--- src/hw/rtl/assert_macros.svh ---
// Assertion helpers, clocked on clk and disabled while rst is high.
`ifndef ASSERT_MACROS_SVH
`define ASSERT_MACROS_SVH

// Same-cycle implication.
`define ASSERT_IMPLIES(label, ante, cons) \
  label: assert property (@(posedge clk) disable iff (rst) (ante) |-> (cons)) \
    else $error("assertion failed");

// Fixed-delay implication.
`define ASSERT_DELAY(label, ante, dly, cons) \
  label: assert property (@(posedge clk) disable iff (rst) (ante) |-> ##dly (cons)) \
    else $error("assertion failed");

`endif

--- src/hw/rtl/aar_pkg.sv ---
`default_nettype none
package aar_pkg;

  typedef struct packed {
    logic signed [15:0] axis_x;
    logic signed [15:0] axis_y;
    logic signed [15:0] axis_z;
    logic [15:0]        turn_angle;
  } in_item_t;

  typedef struct packed {
    logic signed [15:0] m00;
    logic signed [15:0] m01;
    logic signed [15:0] m02;
    logic signed [15:0] m10;
    logic signed [15:0] m11;
    logic signed [15:0] m12;
    logic signed [15:0] m20;
    logic signed [15:0] m21;
    logic signed [15:0] m22;
    logic               degenerate;
  } out_item_t;

  typedef struct packed {
    in_item_t item;
    logic     zero;
  } side_t;

  localparam int SQRT_STEPS = 32;
  localparam int DIV_STEPS  = 47;
  localparam logic [31:0] DIV_SEED  = 32'h0000_8000;
  localparam logic [31:0] CORDIC_X0 = 32'd652032874;

  localparam logic [31:0] ATAN_TURN [0:31] = '{
    32'd536870912, 32'd316933406, 32'd167458907, 32'd85004756, 32'd42667331,
    32'd21354465, 32'd10679838, 32'd5340245, 32'd2670163, 32'd1335087,
    32'd667544, 32'd333772, 32'd166886, 32'd83443, 32'd41722, 32'd20861,
    32'd10430, 32'd5215, 32'd2608, 32'd1304, 32'd652, 32'd326, 32'd163,
    32'd81, 32'd41, 32'd20, 32'd10, 32'd5, 32'd3, 32'd1, 32'd1, 32'd0
  };

endpackage
`default_nettype wire

--- src/hw/rtl/aar_norm.sv ---
`default_nettype none
module aar_norm import aar_pkg::*; #(
  parameter int FRAC_BITS = 14
) (
  input  logic                        clk,
  input  logic                        rst,
  input  logic                        in_valid,
  input  side_t                       in_side,
  input  logic [DIV_STEPS-1:0]        rs,
  output logic                        out_valid,
  output logic                        out_zero,
  output logic [15:0]                 out_angle,
  output logic signed [FRAC_BITS+1:0] ux,
  output logic signed [FRAC_BITS+1:0] uy,
  output logic signed [FRAC_BITS+1:0] uz
);

  localparam int UW = FRAC_BITS + 2;
  localparam int SH = 46 - FRAC_BITS;
  localparam logic [63:0] HALF = 64'(1) << (SH - 1);

  logic        valid1;
  side_t       side1;
  logic [2:0]  neg1;
  logic [39:0] plo [0:2];
  logic [38:0] phi [0:2];
  logic [15:0] mag [0:2];
  logic signed [15:0] comp [0:2];
  logic signed [UW-1:0] unit [0:2];

  assign comp[0] = in_side.item.axis_x;
  assign comp[1] = in_side.item.axis_y;
  assign comp[2] = in_side.item.axis_z;

  // Split rs so each partial product stays narrow.
  for (genvar k = 0; k < 3; k++) begin : g_lane
    logic [63:0] full;
    logic [63:0] r;

    assign mag[k] = comp[k][15] ? 16'(-comp[k]) : 16'(comp[k]);
    assign full   = (64'(phi[k]) << 24) + 64'(plo[k]) + HALF;
    assign r      = full >> SH;

    always_ff @(posedge clk) begin
      neg1[k] <= comp[k][15];
      plo[k]  <= 40'(mag[k]) * 40'(rs[23:0]);
      phi[k]  <= 39'(mag[k]) * 39'(rs[DIV_STEPS-1:24]);
      unit[k] <= neg1[k] ? -UW'(r) : UW'(r);
    end
  end

  always_ff @(posedge clk) begin
    valid1    <= rst ? 1'b0 : in_valid;
    side1     <= in_side;
    out_valid <= rst ? 1'b0 : valid1;
    out_zero  <= side1.zero;
    out_angle <= side1.item.turn_angle;
  end

  assign ux = unit[0];
  assign uy = unit[1];
  assign uz = unit[2];

endmodule
`default_nettype wire

--- config.mk ---
export PLATFORM = sky130hd
export DESIGN_NAME = aar_norm
export DESIGN_NICKNAME = d
export VERILOG_FILES = /design/src/hw/rtl/assert_macros.svh /design/src/hw/rtl/aar_pkg.sv /design/src/hw/rtl/aar_norm.sv
export SDC_FILE = /design/constraint.sdc
export NUM_CORES = 2
export LEC_CHECK = 0
export ABC_CLOCK_PERIOD_IN_PS = 11300
export BUFFER_PORTS_ARGS = -buffer_cell sky130_fd_sc_hd__clkbuf_2
export CORE_MARGIN = 2
export CORE_UTILIZATION = 53
export CTS_BUF_LIST = sky130_fd_sc_hd__clkbuf_8
export CTS_CLUSTER_SIZE = 28
export DETAILED_ROUTE_END_ITERATION = 7
export PLACE_DENSITY = 0.74
export SETUP_SLACK_MARGIN = 0.1
export SYNTH_ARGS = -nofsm -noshare
export SYNTH_HDL_FRONTEND = slang
export SYNTH_SLANG_ARGS = --single-unit
export TNS_END_PERCENT = 10
--- constraint.sdc ---
create_clock -name clk -period 11.3 [get_ports clk]
set_clock_uncertainty 0.2 [all_clocks]
set_input_delay 0.565 -clock clk [delete_from_list [all_inputs] [get_ports clk]]
set_output_delay 0.565 -clock clk [all_outputs]
set_load 0.01 [all_outputs]
==> flow_summary.yaml <==
critical_path:
  worstReg2RegStart: "plo[0][26]$_DFF_P_"
  cp.arrival_ns: 9.53
  timing.rr.end: "unit[0][14]$_DFF_P_"
  path_max_fanout: 24
  critPathSlowestCell: "o21ai_0"
  crit_end: "plo[0][39]$_DFF_P_"
  slowest_delay_ns: 0.70
  critPathKind: "in -> reg"
  crit_cells: 29
  regToRegSetupSlack_ns: 7.33
  cpLargestDelayFamily: "adder cells"
  reg2reg_depth: 13
  endpoint_kind: "flop"
  crit_top_cell: "fa_1"
  critPathBufInv: 5
  worst_ep_required_time_ns: 11.66
  cp-start-kind: "input port"
  crit_start: "in_side[56]"
finish:
  layout.cells.non_filler: 9256
  stdcell_area_mm2: 0.0701
  postLayoutCoreUtil: 0.561
  drive_above_1_share: 0.0553
  final_cell_mix: "inv_1, fa_1, nand2_1"
  final_nets: 9775
  area_delta_synth_final_pct: 5.37
  final_common_cell: "inv_1"
timing:
  fin_tns_setup_ns: 0
  finalSetupViolCount: 0
  fmax_mhz: 109
  tightest_slew_ns: 1.22
  hold_violations: 0
  maxSlewViolCount: 0
  fin_crit_ns: 9.17
  slew_headroom: 0.184
  finalCritPeriodShare: 0.811
  rsz0062_at_grt: "no"
cts:
  clkSlewWorstSetupHoldPaths_ns: 0.06
  clk_path_buf_depth: 3
  cts_tree: "yes"
  clock_latency_ns: 0.67
  cts-htree-levels: 2
  cts_buffers: 40
  clock-sinks: 207
  cts-root-buf: "clkbuf_8"
  post-cts-setup-buffers: 0
synth:
  synth_fp_nets: 9838
  syn-cell-area_mm2: 0.0666
  ys_seq_area_frac: 0.0623
  ys_warn_count: 0
  netlist.area_leader.share: 0.448
  synth_cells: 7638
  post_synth_num_cell_types: 92
  synth.top_cells.by_area: "fa_1, ha_1, inv_1, nand2_1, dfxtp_1"
  synth_seq_cells: 207
  ys.flop_type: "dfxtp_1"
  avgSynthCellArea_um2: 8.72
  async_flop_share: 0
  synth-edff-count: 0
  synth_largest_area_cell: "fa_1"
die:
  die_w_um: 358
  core_area_mm2: 0.125
  pin_count: 181
  die_h_um: 358
  dieArea_mm2: 0.128
  start_util: 0.532
  rows: 130
routing:
  ant_nets: 0
  drt_iter0_markers: 3666
  wl_um: 178000
  drc: 0
  dr.pass1.iters: 8
  wire_per_inst_um: 19.2
  vias: 50600
  viasPerCell: 5.46
grt:
  grt_pass1_vias: 55300
  antenna_found_initial: 9
  grt_pass1_wl_um: 292000
  grt-ovfl-total: 0
  grtUsageTotal: 0.289
  grt_start_max_net_pins: 49
place:
  place_congestion: 0.905
  placedCellCount: 9164
  dp_hpwl_um: 131000
  io_buffers: 180
  place_area_mm2: 0.0691
hold_path:
  hp-class: "in -> reg"
run_status:
  status: "finished, final reports clean"
job:
  max-cap-violations: 0
## repair_timing
| item | CTS | global route |
|---|---|---|
| hold endpoints to repair | 19 | 0 |
| hold buffers | 19 | 0 |
| resized for setup | 0 | 0 |
| setup endpoints to repair | 0 | 0 |
## through the flow
stage / worst slack [ns] / hold slack (ns)
final: 2.13 / 0.0992
after global routing: 1.70 / 0.129
after CTS: 2.27 / 0.0831
after detailed placement: 1.53 / 0.113
after global placement: 1.69 / 0.110
after floorplan: 3.10 / 0.110
## metal layers
layer | routed length, µm | vias to the layer above | track usage
met5 | 28 | - | 0
met4 | 7990 | 4 | 0.117
met3 | 18300 | 484 | 0.0607
met2 | 82900 | 2422 | 0.477
met1 | 68700 | 25600 | 0.371
li1 | - | 22100 | -
## how the worst min path moves through the flow
stage | from | endpoint | slack (ns) | depth (start not counted)
after floorplan | side1[1]$_DFF_P_ | out_angle[0]$_DFF_P_ | 0.11 | 0
after global placement | side1[13]$_DFF_P_ | out_angle[12]$_DFF_P_ | 0.11 | 0
after detailed placement | side1[5]$_DFF_P_ | out_angle[4]$_DFF_P_ | 0.11 | 0
after CTS | in_side[32] | neg1[2]$_DFF_P_ | 0.08 | 1
after global routing | side1[5]$_DFF_P_ | out_angle[4]$_DFF_P_ | 0.13 | 0
final | in_side[32] | neg1[2]$_DFF_P_ | 0.1 | 1
## area by class of cell
cell class,instances,area (µm²)
Inverter,1832,6880
Fill cell,10900,54900
Antenna cell,5,12.5
Tap cell,1650,2060
Sequential cell,207,4140
Multi-Input combinational cell,5193,54300
Clock inverter,24,231
Timing Repair Buffer,301,1870
Clock buffer,44,606
## synth_stat cells, types with 22 or more instances
cell type	n
and3_1	22
dfxtp_1	207
xor2_1	54
nand3_1	46
nor2_1	111
a21oi_1	120
inv_1	1831
a21o_1	47
xnor2_1	225
and2_1	656
clkbuf_1	400
fa_1	1491
nor3_1	33
ha_1	594
nand2_1	1383
nand2b_1	26
o21ai_0	71
## registers in the layout, indices dropped and copies added (netlist names)
name,flops
neg1,3
out_angle,16
out_valid,1
out_zero,1
phi,72
plo,48
side1,17
unit,48
valid1,1
## kinds of logic after synthesis
family,after synthesis,share of synthesized area
compound gates,441,0.0459
xor+xnor,280,0.0370
fa+ha+maj,2085,0.560
buf+inv,2238,0.126
flops,207,0.0623
mux,10,0.00165
simple gates,2377,0.167
Power is not shown: default switching activity piles up to over one toggle a cycle in this logic, so the estimate is an artifact.
